**config.mk**
```make
export PLATFORM = sky130hd
export DESIGN_NAME = fit_policy_block_allocator_unit_flat
export DESIGN_NICKNAME = d
export VERILOG_FILES = /design/src/fpba_pkg.sv /design/src/fpba_if.sv /design/src/fpba_mem.sv /design/src/fpba_sel.sv /design/src/fit_policy_block_allocator_unit.sv /design/src/flat_wrapper.sv
export VERILOG_INCLUDE_DIRS = /design/src /design/src/src
export SDC_FILE = /design/constraint.sdc
export NUM_CORES = 1
export LEC_CHECK = 0
export BUFFER_PORTS_ARGS = -buffer_cell sky130_fd_sc_hd__buf_2
export CAP_MARGIN = 20
export CORE_MARGIN = 2
export CORE_UTILIZATION = 35
export CTS_BUF_LIST = sky130_fd_sc_hd__clkbuf_8
export DETAILED_ROUTE_END_ITERATION = 10
export PLACE_DENSITY_LB_ADDON = 0.15
export RECOVER_POWER = 50
export REMOVE_ABC_BUFFERS = 1
export SETUP_SLACK_MARGIN = 0.2
export SYNTH_ARGS = -nofsm -noshare
export SYNTH_HDL_FRONTEND = slang
export SYNTH_SLANG_ARGS = --single-unit
```
**constraint.sdc**
```tcl
create_clock -name clk_i -period 11.4 [get_ports clk_i]
set_input_delay 2.28 -clock clk_i [delete_from_list [all_inputs] [get_ports clk_i]]
set_output_delay 2.28 -clock clk_i [all_outputs]
set_load 0.1 [all_outputs]
```
**src/fit_policy_block_allocator_unit_macros.svh**
```systemverilog
// ----------------------------------------------------------------------------
// fit policy block allocator assertion macros
// shared concurrent assertion helpers, clocked on clk_i, off during reset
// ----------------------------------------------------------------------------
`ifndef FIT_POLICY_BLOCK_ALLOCATOR_UNIT_MACROS_SVH
`define FIT_POLICY_BLOCK_ALLOCATOR_UNIT_MACROS_SVH

// property holds at every edge outside reset
`define FPBA_ASSERT(lbl, prop, msg) \
  lbl: assert property (@(posedge clk_i) disable iff (!rst_ni) (prop)) else $error(msg);

// consequent holds in the cycle after the antecedent
`define FPBA_ASSERT_NEXT(lbl, ante, cons, msg) \
  lbl: assert property (@(posedge clk_i) disable iff (!rst_ni) (ante) |=> (cons)) \
    else $error(msg);

`endif

```
**src/fpba_pkg.sv**
```systemverilog
// ----------------------------------------------------------------------------
// fpba_pkg
// types and constants shared by the fit policy block allocator
// ----------------------------------------------------------------------------
`default_nettype none

package fpba_pkg;

  localparam int unsigned BlockIdxW = 4;
  localparam int unsigned AmountW   = 16;
  localparam int unsigned MaxSizeW  = 32;
  localparam int unsigned CfgIdxW   = 1;
  localparam int unsigned CfgDataW  = 5;
  localparam int unsigned FitModeW  = 2;
  localparam int unsigned BlkCntW   = 5;

  localparam logic [CfgIdxW-1:0] CfgFitMode    = 1'b0;
  localparam logic [CfgIdxW-1:0] CfgBlockCount = 1'b1;

  typedef enum logic {
    CmdLoad  = 1'b0,
    CmdAlloc = 1'b1
  } cmd_e;

  typedef enum logic [FitModeW-1:0] {
    FitFirst = 2'd0,
    FitBest  = 2'd1,
    FitWorst = 2'd2
  } fit_mode_e;

  typedef enum logic [1:0] {
    StIdle,
    StScan,
    StWrite,
    StResp
  } state_e;

  // control from the sequencer to the selection unit
  typedef struct packed {
    logic clear;
    logic sample;
    logic first;
  } sel_ctrl_t;

endpackage

`default_nettype wire

```
**src/fpba_if.sv**
```systemverilog
// ----------------------------------------------------------------------------
// fpba channel interfaces
// valid/ready channels for command beats and result beats
// ----------------------------------------------------------------------------
`default_nettype none

interface fpba_in_if;
  logic                                valid;
  logic                                ready;
  logic                                cmd;
  logic [fpba_pkg::BlockIdxW-1:0]      block_index;
  logic [fpba_pkg::AmountW-1:0]        amount;

  modport source (output valid, cmd, block_index, amount, input ready);
  modport sink   (input valid, cmd, block_index, amount, output ready);
endinterface

interface fpba_out_if;
  logic                                valid;
  logic                                ready;
  logic                                granted;
  logic [fpba_pkg::BlockIdxW-1:0]      chosen_block;
  logic [fpba_pkg::AmountW-1:0]        space_left;

  modport source (output valid, granted, chosen_block, space_left, input ready);
  modport sink   (input valid, granted, chosen_block, space_left, output ready);
endinterface

`default_nettype wire

```
**src/fpba_mem.sv**
```systemverilog
// ----------------------------------------------------------------------------
// fpba_mem
// free space table, one write port and one registered read port
// ----------------------------------------------------------------------------
`default_nettype none

module fpba_mem #(
  parameter int unsigned Depth = 16,
  parameter int unsigned AddrW = 4,
  parameter int unsigned DataW = 16
) (
  input  wire logic             clk_i,
  input  wire logic             we_i,
  input  wire logic [AddrW-1:0] waddr_i,
  input  wire logic [DataW-1:0] wdata_i,
  input  wire logic             re_i,
  input  wire logic [AddrW-1:0] raddr_i,
  output logic      [DataW-1:0] rdata_o
);

  logic [DataW-1:0] mem_q [Depth];

  always_ff @(posedge clk_i) begin
    if (we_i) begin
      mem_q[waddr_i] <= wdata_i;
    end
  end

  always_ff @(posedge clk_i) begin
    if (re_i) begin
      rdata_o <= mem_q[raddr_i];
    end
  end

endmodule

`default_nettype wire

```
**src/fpba_sel.sv**
```systemverilog
// ----------------------------------------------------------------------------
// fpba_sel
// running candidate tracker for first, best and worst fit
// ----------------------------------------------------------------------------
`default_nettype none

module fpba_sel #(
  parameter int unsigned IdxW  = 4,
  parameter int unsigned SizeW = 16
) (
  input  wire logic                              clk_i,
  input  wire logic                              rst_ni,
  input  wire fpba_pkg::sel_ctrl_t               ctrl_i,
  input  wire logic [fpba_pkg::FitModeW-1:0]     mode_i,
  input  wire logic [IdxW-1:0]                   idx_i,
  input  wire logic [SizeW-1:0]                  val_i,
  input  wire logic [SizeW-1:0]                  need_i,
  output logic                                   grant_o,
  output logic      [IdxW-1:0]                   best_idx_o,
  output logic      [SizeW-1:0]                  remain_o
);

  logic             found_q;
  logic [IdxW-1:0]  best_idx_q;
  logic [SizeW-1:0] best_val_q;
  logic             fits;
  logic             take;

  assign fits = val_i >= need_i;

  always_comb begin
    case (mode_i)
      fpba_pkg::FitFirst: take = fits && !found_q;
      fpba_pkg::FitBest:  take = fits && (!found_q || (val_i < best_val_q));
      fpba_pkg::FitWorst: take = ctrl_i.first || (val_i > best_val_q);
      default:            take = 1'b0;
    endcase
  end

  always_ff @(posedge clk_i or negedge rst_ni) begin
    if (!rst_ni) begin
      found_q <= 1'b0;
    end else if (ctrl_i.clear) begin
      found_q <= 1'b0;
    end else if (ctrl_i.sample && take) begin
      found_q <= 1'b1;
    end
  end

  always_ff @(posedge clk_i) begin
    if (ctrl_i.sample && take) begin
      best_idx_q <= idx_i;
      best_val_q <= val_i;
    end
  end

  // worst fit keeps the largest block and grants only if it fits
  always_comb begin
    case (mode_i)
      fpba_pkg::FitFirst: grant_o = found_q;
      fpba_pkg::FitBest:  grant_o = found_q;
      fpba_pkg::FitWorst: grant_o = found_q && (best_val_q >= need_i);
      default:            grant_o = 1'b0;
    endcase
  end

  assign best_idx_o = best_idx_q;
  assign remain_o   = best_val_q - need_i;

endmodule

`default_nettype wire

```
**src/fit_policy_block_allocator_unit.sv**
```systemverilog
// ----------------------------------------------------------------------------
// fit_policy_block_allocator_unit
// load beat: result registered in the output reg, or held pending while that reg is full
// request beat: one table read a cycle through the single read port, then a
//   write-back state; the scan length is block_count with zero read as one and
//   large counts clamped to NUM_BLOCKS
// one command in flight; the next is taken while a result waits in the output reg
// reset clears control and config (fit_mode 0, block_count 1); table is not cleared
// ----------------------------------------------------------------------------
`default_nettype none

`include "fit_policy_block_allocator_unit_macros.svh"

module fit_policy_block_allocator_unit #(
  parameter int unsigned NUM_BLOCKS = 16,
  parameter int unsigned SIZE_BITS  = 16
) (
  input  wire logic                              clk_i,
  input  wire logic                              rst_ni,
  input  wire logic                              cfg_we_i,
  input  wire logic [fpba_pkg::CfgIdxW-1:0]      cfg_idx_i,
  input  wire logic [fpba_pkg::CfgDataW-1:0]     cfg_data_i,
  fpba_in_if.sink                                req,
  fpba_out_if.source                             rsp
);

  localparam int unsigned IdxW = (NUM_BLOCKS > 1) ? $clog2(NUM_BLOCKS) : 1;
  localparam int unsigned CntW = $clog2(NUM_BLOCKS + 1);

  // config registers
  logic [fpba_pkg::FitModeW-1:0] fit_mode_q;
  logic [fpba_pkg::BlkCntW-1:0]  block_count_q;

  // sequencer state
  fpba_pkg::state_e state_q, state_d;
  logic [CntW-1:0]  iss_q;       // next table index to read
  logic [CntW-1:0]  scan_n_q;    // blocks to scan for this request
  logic [IdxW-1:0]  chk_q;       // index of the word arriving from the table
  logic             rvld_q;
  logic [SIZE_BITS-1:0] need_q;

  // pending result when the output reg is still full
  logic                             pend_grant_q;
  logic [fpba_pkg::BlockIdxW-1:0]   pend_idx_q;
  logic [fpba_pkg::AmountW-1:0]     pend_space_q;

  // output register
  logic                             out_vld_q;
  logic                             out_grant_q;
  logic [fpba_pkg::BlockIdxW-1:0]   out_idx_q;
  logic [fpba_pkg::AmountW-1:0]     out_space_q;

  // table port
  logic                 mem_we, mem_re;
  logic [IdxW-1:0]      mem_waddr, mem_raddr;
  logic [SIZE_BITS-1:0] mem_wdata, mem_rdata;

  // selection unit
  fpba_pkg::sel_ctrl_t  sel_ctrl;
  logic                 sel_grant;
  logic [IdxW-1:0]      sel_idx;
  logic [SIZE_BITS-1:0] sel_remain;

  // beat decode and width fitting
  logic                              acc;
  logic                              is_load;
  logic                              in_range;
  logic [fpba_pkg::MaxSizeW-1:0]     amt_ext;
  logic [SIZE_BITS-1:0]              amt;
  logic [fpba_pkg::MaxSizeW-1:0]     amt_back;
  logic [fpba_pkg::MaxSizeW-1:0]     remain_ext;
  logic [7:0]                        load_idx_ext;
  logic [7:0]                        best_idx_ext;
  logic [8:0]                        bc_ext;
  logic [8:0]                        scan_n_ext;
  logic                              scan_last;

  // result mux
  logic                              res_vld;
  logic                              res_grant;
  logic [fpba_pkg::BlockIdxW-1:0]    res_idx;
  logic [fpba_pkg::AmountW-1:0]      res_space;
  logic                              out_free;
  logic                              out_load;

  assign acc      = req.valid && req.ready;
  assign is_load  = (req.cmd == fpba_pkg::CmdLoad);
  assign in_range = 9'(req.block_index) < 9'(NUM_BLOCKS);

  // amount is cut or zero-extended to the table width
  assign amt_ext    = fpba_pkg::MaxSizeW'(req.amount);
  assign amt        = amt_ext[SIZE_BITS-1:0];
  assign amt_back   = fpba_pkg::MaxSizeW'(amt);
  assign remain_ext = fpba_pkg::MaxSizeW'(sel_remain);

  assign load_idx_ext = 8'(req.block_index);
  assign best_idx_ext = 8'(sel_idx);

  // scan length: zero reads as one, large counts saturate at the table depth
  assign bc_ext = 9'(block_count_q);
  always_comb begin
    if (bc_ext == 9'd0) begin
      scan_n_ext = 9'd1;
    end else if (bc_ext > 9'(NUM_BLOCKS)) begin
      scan_n_ext = 9'(NUM_BLOCKS);
    end else begin
      scan_n_ext = bc_ext;
    end
  end

  assign scan_last = rvld_q && ((CntW'(chk_q) + CntW'(1)) == scan_n_q);

  assign out_free = !out_vld_q || rsp.ready;
  assign out_load = res_vld && out_free;

  // config writes
  always_ff @(posedge clk_i or negedge rst_ni) begin
    if (!rst_ni) begin
      fit_mode_q    <= fpba_pkg::FitFirst;
      block_count_q <= fpba_pkg::BlkCntW'(1);
    end else if (cfg_we_i) begin
      if (cfg_idx_i == fpba_pkg::CfgFitMode) begin
        fit_mode_q <= cfg_data_i[fpba_pkg::FitModeW-1:0];
      end else begin
        block_count_q <= cfg_data_i;
      end
    end
  end

  // next state
  always_comb begin
    state_d = state_q;
    case (state_q)
      fpba_pkg::StIdle: begin
        if (acc && !is_load) begin
          state_d = fpba_pkg::StScan;
        end else if (acc && !out_free) begin
          state_d = fpba_pkg::StResp;
        end
      end
      fpba_pkg::StScan: begin
        if (scan_last) begin
          state_d = fpba_pkg::StWrite;
        end
      end
      fpba_pkg::StWrite: begin
        state_d = out_free ? fpba_pkg::StIdle : fpba_pkg::StResp;
      end
      fpba_pkg::StResp: begin
        if (out_free) begin
          state_d = fpba_pkg::StIdle;
        end
      end
      default: state_d = fpba_pkg::StIdle;
    endcase
  end

  // sequencer outputs: table port, selection control and the result beat
  always_comb begin
    req.ready      = 1'b0;
    mem_we         = 1'b0;
    mem_waddr      = '0;
    mem_wdata      = '0;
    mem_re         = 1'b0;
    mem_raddr      = '0;
    sel_ctrl       = '0;
    res_vld        = 1'b0;
    res_grant      = 1'b0;
    res_idx        = '0;
    res_space      = '0;
    case (state_q)
      fpba_pkg::StIdle: begin
        // ready is high here, so a valid beat is taken
        req.ready = 1'b1;
        if (req.valid && is_load) begin
          // an in-range load goes straight into the table, result right away
          mem_we    = in_range;
          mem_waddr = load_idx_ext[IdxW-1:0];
          mem_wdata = amt;
          res_vld   = 1'b1;
          res_grant = in_range;
          res_idx   = in_range ? req.block_index : '0;
          res_space = in_range ? amt_back[fpba_pkg::AmountW-1:0] : '0;
        end else if (req.valid) begin
          // request: fetch block 0 and reset the candidate
          mem_re         = 1'b1;
          mem_raddr      = '0;
          sel_ctrl.clear = 1'b1;
        end
      end
      fpba_pkg::StScan: begin
        mem_re          = iss_q < scan_n_q;
        mem_raddr       = iss_q[IdxW-1:0];
        sel_ctrl.sample = rvld_q;
        sel_ctrl.first  = (chk_q == '0);
      end
      fpba_pkg::StWrite: begin
        // write back the reduced block, no other table access this cycle
        mem_we    = sel_grant;
        mem_waddr = sel_idx;
        mem_wdata = sel_remain;
        res_vld   = 1'b1;
        res_grant = sel_grant;
        res_idx   = sel_grant ? best_idx_ext[fpba_pkg::BlockIdxW-1:0] : '0;
        res_space = sel_grant ? remain_ext[fpba_pkg::AmountW-1:0] : '0;
      end
      fpba_pkg::StResp: begin
        res_vld   = 1'b1;
        res_grant = pend_grant_q;
        res_idx   = pend_idx_q;
        res_space = pend_space_q;
      end
      default: begin
        req.ready = 1'b0;
      end
    endcase
  end

  // control registers
  always_ff @(posedge clk_i or negedge rst_ni) begin
    if (!rst_ni) begin
      state_q   <= fpba_pkg::StIdle;
      rvld_q    <= 1'b0;
      out_vld_q <= 1'b0;
    end else begin
      state_q <= state_d;
      rvld_q  <= mem_re;
      if (out_load) begin
        out_vld_q <= 1'b1;
      end else if (rsp.ready) begin
        out_vld_q <= 1'b0;
      end
    end
  end

  // scan counters and request operands
  always_ff @(posedge clk_i) begin
    chk_q <= mem_raddr;
    if (acc && !is_load) begin
      iss_q    <= CntW'(1);
      scan_n_q <= scan_n_ext[CntW-1:0];
      need_q   <= amt;
    end else if ((state_q == fpba_pkg::StScan) && mem_re) begin
      iss_q <= iss_q + CntW'(1);
    end
  end

  // result payload
  always_ff @(posedge clk_i) begin
    if (res_vld && !out_free) begin
      pend_grant_q <= res_grant;
      pend_idx_q   <= res_idx;
      pend_space_q <= res_space;
    end
    if (out_load) begin
      out_grant_q <= res_grant;
      out_idx_q   <= res_idx;
      out_space_q <= res_space;
    end
  end

  assign rsp.valid        = out_vld_q;
  assign rsp.granted      = out_grant_q;
  assign rsp.chosen_block = out_idx_q;
  assign rsp.space_left   = out_space_q;

  fpba_mem #(
    .Depth (NUM_BLOCKS),
    .AddrW (IdxW),
    .DataW (SIZE_BITS)
  ) u_mem (
    .clk_i   (clk_i),
    .we_i    (mem_we),
    .waddr_i (mem_waddr),
    .wdata_i (mem_wdata),
    .re_i    (mem_re),
    .raddr_i (mem_raddr),
    .rdata_o (mem_rdata)
  );

  fpba_sel #(
    .IdxW  (IdxW),
    .SizeW (SIZE_BITS)
  ) u_sel (
    .clk_i      (clk_i),
    .rst_ni     (rst_ni),
    .ctrl_i     (sel_ctrl),
    .mode_i     (fit_mode_q),
    .idx_i      (chk_q),
    .val_i      (mem_rdata),
    .need_i     (need_q),
    .grant_o    (sel_grant),
    .best_idx_o (sel_idx),
    .remain_o   (sel_remain)
  );

  // read and write never share a cycle, so no forwarding path is needed
  `FPBA_ASSERT(a_no_rw_overlap, !(mem_we && mem_re), "table read and write in one cycle")
  `FPBA_ASSERT(a_iss_bound, (state_q == fpba_pkg::StScan) |-> (iss_q <= scan_n_q), "scan overrun")
  `FPBA_ASSERT(a_chk_bound, rvld_q |-> (CntW'(chk_q) < scan_n_q), "read beyond scan length")
  `FPBA_ASSERT_NEXT(a_write_after_last, (state_q == fpba_pkg::StScan) && scan_last, state_q == fpba_pkg::StWrite, "no write-back after last block")

endmodule

`default_nettype wire
```
**src/flat_wrapper.sv**
```systemverilog
// flat-port wrapper written by rule: the top's interface ports become plain ports
module fit_policy_block_allocator_unit_flat 
#(
  parameter int unsigned NUM_BLOCKS = 16,
  parameter int unsigned SIZE_BITS  = 16
)
  (clk_i, rst_ni, cfg_we_i, cfg_idx_i, cfg_data_i, req_valid, req_cmd, req_block_index, req_amount, req_ready, rsp_valid, rsp_granted, rsp_chosen_block, rsp_space_left, rsp_ready);
  fpba_in_if req_i ();
  fpba_out_if rsp_i ();
  input  wire logic clk_i;
  input  wire logic rst_ni;
  input  wire logic cfg_we_i;
  input  wire logic [fpba_pkg::CfgIdxW-1:0] cfg_idx_i;
  input  wire logic [fpba_pkg::CfgDataW-1:0] cfg_data_i;
  input wire logic [$bits(req_i.valid)-1:0] req_valid;
  input wire logic [$bits(req_i.cmd)-1:0] req_cmd;
  input wire logic [$bits(req_i.block_index)-1:0] req_block_index;
  input wire logic [$bits(req_i.amount)-1:0] req_amount;
  output wire logic [$bits(req_i.ready)-1:0] req_ready;
  output wire logic [$bits(rsp_i.valid)-1:0] rsp_valid;
  output wire logic [$bits(rsp_i.granted)-1:0] rsp_granted;
  output wire logic [$bits(rsp_i.chosen_block)-1:0] rsp_chosen_block;
  output wire logic [$bits(rsp_i.space_left)-1:0] rsp_space_left;
  input wire logic [$bits(rsp_i.ready)-1:0] rsp_ready;
  assign req_i.valid = req_valid;
  assign req_i.cmd = req_cmd;
  assign req_i.block_index = req_block_index;
  assign req_i.amount = req_amount;
  assign req_ready = req_i.ready;
  assign rsp_valid = rsp_i.valid;
  assign rsp_granted = rsp_i.granted;
  assign rsp_chosen_block = rsp_i.chosen_block;
  assign rsp_space_left = rsp_i.space_left;
  assign rsp_i.ready = rsp_ready;
  fit_policy_block_allocator_unit #(.NUM_BLOCKS(NUM_BLOCKS), .SIZE_BITS(SIZE_BITS)) u_core (.clk_i(clk_i), .rst_ni(rst_ni), .cfg_we_i(cfg_we_i), .cfg_idx_i(cfg_idx_i), .cfg_data_i(cfg_data_i), .req(req_i), .rsp(rsp_i));
endmodule
```
## Word level (Yosys, flattened, before mapping)

Memories as Yosys holds them, arrays and structs flattened. A register that Yosys moved wholly into a read port is not among the register bits.
Index checks and enable logic that the tools add are counted.

- Equal/unequal tests: 9
- $add $sub $neg: 3
- Bitwise gates (word level): 2
- Order comparisons: 6
- Reduce and logical (&&, ||, !) cells: 30
- Mux-type cells: 34

Operators with widths:

| cell | number |
|---|---|
| $pmux 16 s3 | 1 |
| $ge 16x16->1 | 2 |
| $mux 16 | 2 |
| $pmux 16 s2 | 1 |
| $gt 16x16->1 | 1 |
| $lt 16x16->1 | 1 |
| $sub 16x16->16 | 1 |
| $logic_and 1x1->1 | 12 |
| $mux 2 | 6 |
| $mux 4 | 3 |
| $pmux 4 s3 | 1 |
| $mux 1 | 11 |
| $logic_not 9->1 | 1 |
| $pmux 1 s2 | 4 |
| $pmux 2 s4 | 1 |
| $pmux 4 s2 | 1 |
| $eq 2x2->1 const B | 3 |
| $pmux 1 s3 | 2 |
| $reduce_or 2->1 | 3 |
| $add 4x1->5 const B | 1 |
| $add 5x1->5 const B | 1 |
| $eq 5x5->1 | 1 |
| $gt 5x5->1 const B | 1 |
| $lt 5x5->1 | 1 |
| 12 further kinds | 22 |

- Output and inout port bits: 23
- Logic and storage cells: 104
- Memories kept: 1
- RAM bits: 256
- Bits in registers: 104
- Bits of input ports: 32

Memory list:

| memory | words | width | read ports | clocked after Yosys merged registers in | wr ports | line | text |
|---|---|---|---|---|---|---|---|
| u_core.u_mem.mem_q | 16 | 16 | 1 | 1 | 1 | fpba_mem.sv:21 | `logic [DataW-1:0] mem_q [Depth];` |

## Logic depth before layout (Yosys ltp)

Gate-level depths: netlist (run 1).

- Depth after elaboration: 7
- Gate-level depth with buffers: 11
- Depth with buffers taken out: 11

## Hierarchy

A second synthesis (run 1) with hierarchy kept.

- Cell total of the unflattened synthesis: 963
- Area, all modules: 16012.9 sq um

By module, submodules not included:

| module | instances | cells each | area an instance (sq um) | seq. area each (sq um) |
|---|---|---|---|---|
| fpba_mem | 1 | 432 | 10202.3 | 8167.8 |
| fit_policy_block_allocator_unit | 1 | 290 | 3601.0 | 2348.5 |
| fpba_sel | 1 | 241 | 2209.6 | 625.6 |

## Least setup slack after synthesis (run 1)

OpenSTA, ideal clock, no wires.

- Path kind: input-to-reg
- Start: input req_valid
- End: memory u_core.u_mem.mem_q[13][0] (enable)
- Path slack: 6.738 ns
- Stages on the path: 6
- Arrival: 4.253 ns
- Setup time: 0.409 ns
- Data required time: 10.991 ns
- Cell sequence: nand2_1 -> nor2_2 -> a21o_1 -> a32o_1 -> a32oi_1 -> nor3_1

- Longest elaborated chain between the ends: 5

RTL lines:

| what | line | text |
|---|---|---|
| start: declaration | flat_wrapper.sv:15 | `input wire logic [$bits(req_i.valid)-1:0] req_valid;` |
| $logic_and 1x1->1 (*) | fit_policy_block_allocator_unit.sv:175 | `if (req.valid && is_load) begin` |
| $mux 1 | fit_policy_block_allocator_unit.sv:175 |  |
| $pmux 1 s2 | fit_policy_block_allocator_unit.sv:171 | `case (state_q)` |
| $mux 1 | fpba_mem.sv:24 | `if (we_i) begin` |
| $mux 1 (implied by the code) | fpba_mem.sv:25 | `mem_q[waddr_i] <= wdata_i;` |
| end: declaration | fpba_mem.sv:21 |  |

Mark *: on every way between the ends. The rest lies on a longest branch, timed or not.

## Final worst setup path (run 1)

- Start: input req_valid
- End: memory u_core.u_mem.mem_q[12][13] (enable)

The elaborated chain is that of the path after synthesis.

==> reports/metrics.yaml, run 1 <==
die_w_um: 222
rr_worst_depth: 7
min_to: "u_core.u_sel.best_val_q[0]"
status: "finished with violations"
ys_ff_latch: 376
area_growth_pct: 12.8
grt_max_degree: 52
stdcell_count: 1924
cts_setup_buffers: 0
crit_required_ns: 11.68
wl_um: 42200
rrSetupSlack_ns: 6.44
via_per_inst: 5.18
final_util: 0.402
cts_inserted_buffers: 61
drtIter0Drc: 592
path_max_fanout: 28
rsz0062_at_grt: "false"
final_antenna_net_count: 0
cts_hold_buffers: 0
routedWlPerCell_um: 21.9
setup_ws_ns: 6.08
die_h_um: 222
hp-start: "u_core.u_mem.rdata_o[0]"
start_kind: "input port"
tritoncts: "done"
n_antenna_cell: 0
grt.total_usage: 0.173
worst_pin_slew_ns: 2.15
start_util: 0.356
clkLatencyLatePin_ns: 0.67
timing.rr.end: "u_core.u_mem.rdata_o[7]"
holdWs_ns: 0.452
slew_headroom: -0.436
place_ws_ns: 6.00
ios: 55
period_share: 0.467
irDropWorstVdd_mv: 0.0888
worstPathArrival_ns: 5.60
post-route-cell-area_um2: 18800
synth_warnings: 0
core.rowCount: 79
path_class: "input port to register"
drv_cap: 5
first_pass_iters: 5
grt_pass1_wl_um: 63800
place.gp.congestion: 0.830
skew_ns: 0.0225
grt_pass1_vias: 10200
worstSetupEndpointType: "register"
reg2reg_from: "u_core.state_q[0]"
fin_crit_ns: 5.32
finalNetCount: 1360
die_area_um2: 49300
p_per_area_nw_per_um2: 245
fillers: 4408
antenna_found_initial: 0
ff_latch_area_um2: 11100
yosysUniqueCellTypes: 67
dpl_cell_area_um2: 17700
synth_flop_cell: "edfxtp_1"
drv_slew: 173
yosysTopAreaCell: "edfxtp_1"
multiInputGateArea_um2: 5130
vias: 9965
setup_tns_ns: 0
htreeDepth: 2
hold_viol: 0
layout-drive-gt1-share: 0.175
ys_seq_area_frac: 0.670
synth.cell_area_um2: 16600
core_um2: 46800
cellLeakagePower_nw: 6.64
clock_sinks: 376
drc_errors: 0
clock_path_buffers: 3
min_path_cells: 0
synth_edf_count: 355
synthArstFlopShare: 0.0319
hp-class: "register to register"
avgSynthCellArea_um2: 14.1
clkTransAtPathRegs_ns: 0.06
hpwlAfterDp_um: 27700
synth_cells: 1180
dp.cells: 1814
cts.repair.resized: 0
ys_top_cells_by_area: "edfxtp_1 64%, ha_1 4.3%, mux2_2 3.7%, o21ai_0 2.5%, a21oi_1 2.4%"
violations: "max-capacitance violations, max-slew violations"
grt-ovfl-total: 0
setup_viol_count_final: 0
cts_root_buf: "clkbuf_8"
port_buffers: 54
p_total_mw: 4.59
synth_top_area_share: 0.641
timing.fmax_ghz: 0.188
## cells in the mapped netlist (12+ instances only)
| cell | n |
|---|---|
| a21oi_1 | 80 |
| o21ai_0 | 84 |
| edfxtp_1 | 355 |
| mux2i_1 | 34 |
| nand2_1 | 100 |
| o221ai_1 | 16 |
| nand3_1 | 25 |
| ha_1 | 57 |
| nor2b_1 | 23 |
| mux2_2 | 54 |
| and2_1 | 19 |
| inv_1 | 53 |
| o211ai_1 | 18 |
| buf_2 | 12 |
| clkbuf_1 | 39 |
| a31oi_1 | 18 |
| mux4_2 | 16 |
| nor2_1 | 31 |
## logic make-up (layout without fill, tap and decap cells)
logic type      count (synthesis)  after routing  synth area share
compound gates                271            271             0.103
mux                           104            104            0.0786
xor+xnor                       21             21            0.0111
buf+inv                       111            248            0.0264
fa+ha+maj                      58             58            0.0441
simple gates                  239            239            0.0677
flops                         376            376             0.670
## where the power goes
part | total (mW) | internal [mW] | switching [mW]
sequential | 1.87 | 1.73 | 0.138
clock | 1.09 | 0.550 | 0.545
combinational | 1.63 | 0.524 | 1.10
total | 4.59 | 2.81 | 1.79
## cell usage in the layout (no fill, tap or decap), drive strengths merged, types with 34 or more instances in the layout
master / instances
edfxtp: 355
nand2: 100
clkbuf: 93
o21ai: 86
a21oi: 80
inv: 73
ha: 57
mux2: 54
buf: 54
mux2i: 34
## worst max-delay path by stage
stage / startpoint / end / slack [ns] / cells after the start
after CTS: req_valid / u_core.u_mem.mem_q[8][2] / 6.72 / 7
final: req_valid / u_core.u_mem.mem_q[12][13] / 6.08 / 7
after global routing: req_valid / u_core.u_mem.mem_q[8][13] / 5.83 / 7
after detailed placement: req_valid / u_core.u_mem.mem_q[8][9] / 6.00 / 7
after global placement: req_valid / u_core.u_mem.mem_q[8][5] / 6.04 / 7
after floorplan: req_valid / u_core.u_mem.mem_q[13][0] / 6.35 / 6
## layout make-up
cell class,count,share of cell area
clock buffer,62,0.0455
clock inverter,48,0.0137
inverter,53,0.0106
multi-input combinational,693,0.273
sequential,376,0.594
tap,607,0.0405
timing repair buffer,85,0.0229
## flip-flops by register name (all words and copies together) (netlist names), 5 cells and up
name / count
u_core.iss_q: 5
u_core.pend_space_q: 16
u_core.rsp.space_left: 16
u_core.block_count_q: 5
u_core.scan_n_q: 5
u_core.need_q: 16
u_core.u_sel.best_val_q: 16
u_core.u_mem.rdata_o: 16
u_core.u_mem.mem_q: 256
## worst max-delay path, stage by stage
cell and delay, ns:
clkbuf_1 0.09, nand2_1 0.09, nor2_2 0.03, clkbuf_1 0.62, a21boi_0 1.05, nand3_1 0.52, nor2_2 0.89
## per-layer routing
layer	part of all wire	vias up	track usage	wire length [um]
li1	-	4687	-	-
met2	0.47	210	0.277	19600
met1	0.47	5003	0.237	19800
met4	0.025	0	0.0639	1040
met3	0.040	65	0.0260	1680
met5	0	-	0	0
No activity file was read; power rests on OpenSTA's default activity.
==> run 2: changes to the inputs <==
Clock period 11.4 ns to 4.3 ns, I/O delays scaled along.
==> reports/metrics.yaml, run 2 (synthesized netlist as in run 1, its figures left out) <==
place.gp.congestion: 0.831  # was 0.830
clkTransAtPathRegs_ns: 0.06  # about the same
layout-drive-gt1-share: 0.178  # was 0.175
finalNetCount: 1380  # was 1360
grt.total_usage: 0.180  # was 0.173
clkLatencyLatePin_ns: 0.65  # was 0.67 ns
skew_ns: 0.0403  # was 0.0225 ns
largest-register: "u_core.u_mem.mem_q"  # unchanged
period_share: 0.847
worstPathArrival_ns: 3.90  # was 5.60 ns
port_buffers: 54  # unchanged
drv_cap: 2  # was 5
start_kind: "register"  # was input port
cellLeakagePower_nw: 6.76  # was 6.64 nW
setup_viol_count_final: 0  # unchanged
setup_tns_ns: 0  # unchanged
irDropWorstVdd_mv: 0.368  # was 0.0888 mV
crit_required_ns: 4.56  # was 11.68 ns
antenna_found_initial: 0  # unchanged
cp_slowest_cell: "dfxtp_1"  # was a21boi_0
cp_slowest_stage_delay_ns: 1.39  # was 1.05 ns
drc_errors: 0  # unchanged
via_per_inst: 5.24  # was 5.18
grt-ovfl-total: 0  # unchanged
hold_viol: 0  # unchanged
hpwlAfterDp_um: 28100  # was 27700 um
die_area_um2: 49300  # unchanged
clock_sinks: 376  # unchanged
crit_family: "flip-flops"  # was simple AND/OR/NAND/NOR gates
ios: 55  # unchanged
path_class: "register to register"  # was input port to register
status: "finished with violations"  # unchanged
cts_setup_buffers: 0  # unchanged
worstSetupEndpointType: "register"  # unchanged
tritoncts: "done"  # unchanged
worst_pin_slew_ns: 1.61  # was 2.15 ns
cts.repair.resized: 0  # unchanged
htreeDepth: 3  # was 2
vias: 10200  # was 9965
post-route-cell-area_um2: 19100  # was 18800 um^2
p_per_area_nw_per_um2: 655  # was 245 nW/um^2
p_total_mw: 12.5  # was 4.59 mW
drtIter0Drc: 789  # was 592
multiInputGateArea_um2: 5120  # was 5130 um^2
core.rowCount: 79  # unchanged
worstPathCellList: "and2_0 -> o21ai_0 -> nand3_1 -> o21ai_0"  # was clkbuf_1 -> nand2_1 -> nor2_2 -> clkbuf_1 -> a21boi_0 -> nand3_1 -> nor2_2
start_util: 0.356  # unchanged
layout_common_cells: "355 x edfxtp_1, 100 x nand2_1, 84 x o21ai_0"  # was 355 x edfxtp_1, 100 x nand2_1, 86 x o21ai_0
cts_inserted_buffers: 68  # was 61
wl_um: 43500  # was 42200 um
grt_pass1_vias: 10700  # was 10200
layout_commonest_cell: "edfxtp_1"  # unchanged
area_growth_pct: 14.5  # was 12.8%
grt_pass1_wl_um: 66300  # was 63800 um
routedWlPerCell_um: 22.3  # was 21.9 um
hp-class: "input port to async pin"  # was register to register
rsz0062_at_grt: "false"  # unchanged
violations: "max-capacitance violations, max-slew violations"  # unchanged
die_h_um: 222  # unchanged
timing.fmax_ghz: 0.275
timing.critical_path.buf_inv: 0  # was 2
cts_hold_buffers: 0  # unchanged
largest_reg_flops: 256  # unchanged
cp_common_cell: "o21ai_0"
fillers: 4414  # was 4408
dpl_cell_area_um2: 17800  # was 17700 um^2
final_antenna_net_count: 0  # unchanged
slew_headroom: -0.0746  # was -0.436
cts_root_buf: "clkbuf_8"  # unchanged
holdWs_ns: 0.257  # was 0.452 ns
rrSetupSlack_ns: 0.66  # was 6.44 ns
path_max_fanout: 29  # was 28
die_w_um: 222  # unchanged
grt_max_degree: 100  # was 52
core_um2: 46800  # unchanged
first_pass_iters: 6  # was 5
fin_crit_ns: 3.64
ff_latch_area_um2: 11100  # unchanged
drv_slew: 56  # was 173
clock_path_buffers: 3  # unchanged
-- run 2: layer usage --
| layer | global-route usage | vias to the layer above | part of all wire |
|---|---|---|---|
| met5 | 0 | - | 0 |
| met1 | 0.241 | 5139 | 0.45 |
| met4 | 0.0580 | 0 | 0.025 |
| met3 | 0.0408 | 88 | 0.053 |
| li1 | - | 4746 | - |
| met2 | 0.290 | 270 | 0.47 |
-- run 2: path summary, 6_finish.rpt --
| kind | from | end | cells past startpoint |
|---|---|---|---|
| max in group asynchronous | rst_ni | u_core.rsp.valid | 1 |
| min in group clk_i | req_amount[9] | u_core.need_q[9] | 1 |
| worst min-delay path | rst_ni | u_core.fit_mode_q[1] | 1 |
| worst max register to register | u_core.iss_q[1] | u_core.u_mem.rdata_o[14] | 4 |
| worst min register to register | u_core.u_mem.rdata_o[0] | u_core.u_sel.best_val_q[0] | 0 |
| worst max-delay path | u_core.iss_q[1] | u_core.u_mem.rdata_o[14] | 4 |
-- run 2: final cells by class --
class	instances	share of cell area
diodes	1	0.000131
clock buffers	70	0.0506
clock inverters	55	0.0161
inverters	53	0.0104
multi-input cells	693	0.269
flip-flops and latches	376	0.585
well taps	607	0.0399
repair buffers	98	0.0292
-- run 2: power by group --
part	switching [mW]	total [mW]	internal (mW)
registers	0.309	4.90	4.59
clock network	1.54	3.19	1.65
logic	2.99	4.41	1.42
total	4.84	12.5	7.65
-- run 2: stage by stage --
stage	utilization	std cells	setup slack, ns
2_1_floorplan	-	1122	-0.418
3_3_place_gp	0.382	1825	0.870
3_5_place_dp	0.382	1825	0.814
4_1_cts	0.409	1950	0.774
5_1_grt	0.408	1952	0.362
6_report	0.408	1953	0.658
-- run 2: worst reg2reg max path, stage by stage, from the launching register on --
cell	delay, ns
dfxtp_1	1.39
and2_0	1.04
o21ai_0	0.36
nand3_1	0.20
o21ai_0	0.28
==> run 3: changes to the inputs <==
Clock period 4.3 ns to 3 ns, I/O delays scaled along.
==> reports/metrics.yaml, run 3 (synthesized netlist as in run 1, its figures left out) <==
wl_um: 45200  # was 43500 um
layout_common_cells: "355 x edfxtp_1, 127 x buf_4, 98 x nand2_1"  # was 355 x edfxtp_1, 100 x nand2_1, 84 x o21ai_0
die_area_um2: 49300  # unchanged
crit_path_start: "u_core.need_q[0]"  # was u_core.iss_q[1]
rsz0062_at_grt: "true"  # was false
cts_root_buf: "clkbuf_8"  # unchanged
clock_path_buffers: 3  # unchanged
drv_slew: 0  # was 56
rr_worst_depth: 13  # was 4
first_pass_iters: 8  # was 6
die_w_um: 222  # unchanged
grt_pass1_wl_um: 67600  # was 66300 um
reg2reg_from: "u_core.need_q[0]"  # was u_core.iss_q[1]
final_antenna_net_count: 0  # unchanged
start_kind: "register"  # unchanged
clkTransAtPathRegs_ns: 0.06  # about the same
htreeDepth: 3  # unchanged
setup_ws_ns: -0.0160  # was 0.658 ns
tritoncts: "done"  # unchanged
largest_reg_flops: 256  # unchanged
core.rowCount: 79  # unchanged
via_per_inst: 5.14  # was 5.24
layout_commonest_cell: "edfxtp_1"  # unchanged
area_growth_pct: 26.1  # was 14.5%
clkLatencyLatePin_ns: 0.63  # was 0.65 ns
p_per_area_nw_per_um2: 909  # was 655 nW/um^2
grt-ovfl-total: 0  # unchanged
drv_cap: 0  # was 2
irDropWorstVdd_mv: 0.470  # was 0.368 mV
fillers: 4237  # was 4414
grt_max_degree: 55  # was 100
die_h_um: 222  # unchanged
post-route-cell-area_um2: 21000  # was 19100 um^2
dpl_cell_area_um2: 18800  # was 17800 um^2
layout-drive-gt1-share: 0.291  # was 0.178
clock_sinks: 376  # unchanged
p_total_mw: 19.1  # was 12.5 mW
core_um2: 46800  # unchanged
port_buffers: 54  # unchanged
rrSetupSlack_ns: -0.02  # was 0.66 ns
routedWlPerCell_um: 21.6  # was 22.3 um
fin_crit_ns: 3.02  # was 3.64 ns
final_util: 0.449  # was 0.408
hpwlAfterDp_um: 30100  # was 28100 um
vias: 10800  # was 10200
grt_pass1_vias: 11000  # was 10700
start_util: 0.356  # unchanged
finalNetCount: 1527  # was 1380
timing.rr.end: "u_core.u_mem.mem_q[11][0]"  # was u_core.u_mem.rdata_o[14]
hold_viol: 0  # unchanged
place.gp.congestion: 0.844  # was 0.831
hp-class: "input port to register"  # was input port to async pin
n_antenna_cell: 0  # was 1
critPathCapture: "u_core.u_mem.mem_q[11][0]"  # was u_core.u_mem.rdata_o[14]
antenna_found_initial: 2  # was 0
timing.fmax_ghz: 0.332  # was 0.275 GHz
setup_viol_count_final: 24  # was 0
grt.total_usage: 0.183  # was 0.180
status: "finished with violations"  # unchanged
stdcell_count: 2097  # was 1953
drtIter0Drc: 676  # was 789
violations: "negative setup slack"  # was max-capacitance violations, max-slew violations
dp.cells: 1933  # was 1825
skew_ns: 0.0354  # was 0.0403 ns
period_share: 1.01  # was 0.847
largest-register: "u_core.u_mem.mem_q"  # unchanged
crit_required_ns: 3.33  # was 4.56 ns
worstPathArrival_ns: 3.34  # was 3.90 ns
ios: 55  # unchanged
worst_pin_slew_ns: 1.21  # was 1.61 ns
path_max_fanout: 8  # was 29
slew_headroom: 0.196  # was -0.0746
worstSetupEndpointType: "register"  # unchanged
cellLeakagePower_nw: 7.65  # was 6.76 nW
drc_errors: 0  # unchanged
place_ws_ns: -0.278  # was 0.814 ns
path_class: "register to register"  # unchanged
cts_inserted_buffers: 67  # was 68
==> run 3: how the worst min path moves through the flow <==
stage                            startpoint                         end  slack, ns  depth (start not counted)
global placement    u_core.u_mem.rdata_o[0]  u_core.u_sel.best_val_q[0]       0.45                          0
finish                       req_amount[14]           u_core.need_q[14]       0.18                          1
floorplan                            rst_ni     u_core.block_count_q[1]       0.30                          0
CTS                          req_amount[11]           u_core.need_q[11]       0.13                          1
global route                 req_amount[14]           u_core.need_q[14]       0.13                          1
detailed placement  u_core.u_mem.rdata_o[0]  u_core.u_sel.best_val_q[0]       0.45                          0
==> run 3: stage by stage <==
step                      setup TNS [ns]  hold slack, ns
after floorplan                  -557.91           0.304
after global placement            -38.18           0.450
after detailed placement          -48.31           0.454
after CTS                          -4.38           0.131
after global routing               -9.32           0.125
final                             -0.275           0.176
==> run 3: report_power, final <==
part / total, mW / switching, mW / internal (mW) / leakage [nW]
Clock: 4.48 / 2.13 / 2.35 / 0.702
Sequential: 6.93 / 0.364 / 6.57 / 3.51
Combinational: 7.66 / 4.76 / 2.90 / 3.44
==> run 3: per-layer routing <==
layer / up-vias / wire length [um] / GRT usage
li1: 5036 / - / -
met1: 5401 / 20900 / 0.250
met2: 272 / 21100 / 0.291
met3: 78 / 2290 / 0.0409
met4: 0 / 981 / 0.0580
met5: - / 0 / 0
==> run 3: timing repair <==
item,CTS,global route
hold buffers,1,0
endpoints found under the setup margin,309,396
setup buffers,24,11
endpoints found under the hold margin,11,0
pin swaps,29,29
gates cloned,4,2
resized for setup,68,50
==> run 3: final cells by class <==
class / instances / area (um^2) / share of cell area
well taps: 607 / 759 / 0.0362
multi-input cells: 693 / 5580 / 0.266
flip-flops and latches: 376 / 11100 / 0.531
repair buffers: 246 / 2060 / 0.0981
clock inverters: 52 / 280 / 0.0134
inverters: 53 / 199 / 0.00948
clock buffers: 70 / 963 / 0.0459
==> run 3: critical path, stage by stage, from the launching register on <==
cell and delay [ns]:
edfxtp_1 0.44, ha_4 0.19, inv_2 0.05, fa_2 0.23, a31oi_4 0.10, a2111oi_4 0.37
o311ai_4 0.13, buf_6 0.15, or2_4 0.25, a2bb2oi_4 0.16, buf_12 0.15, nor3_4 0.21
buf_12 0.15, buf_12 0.13
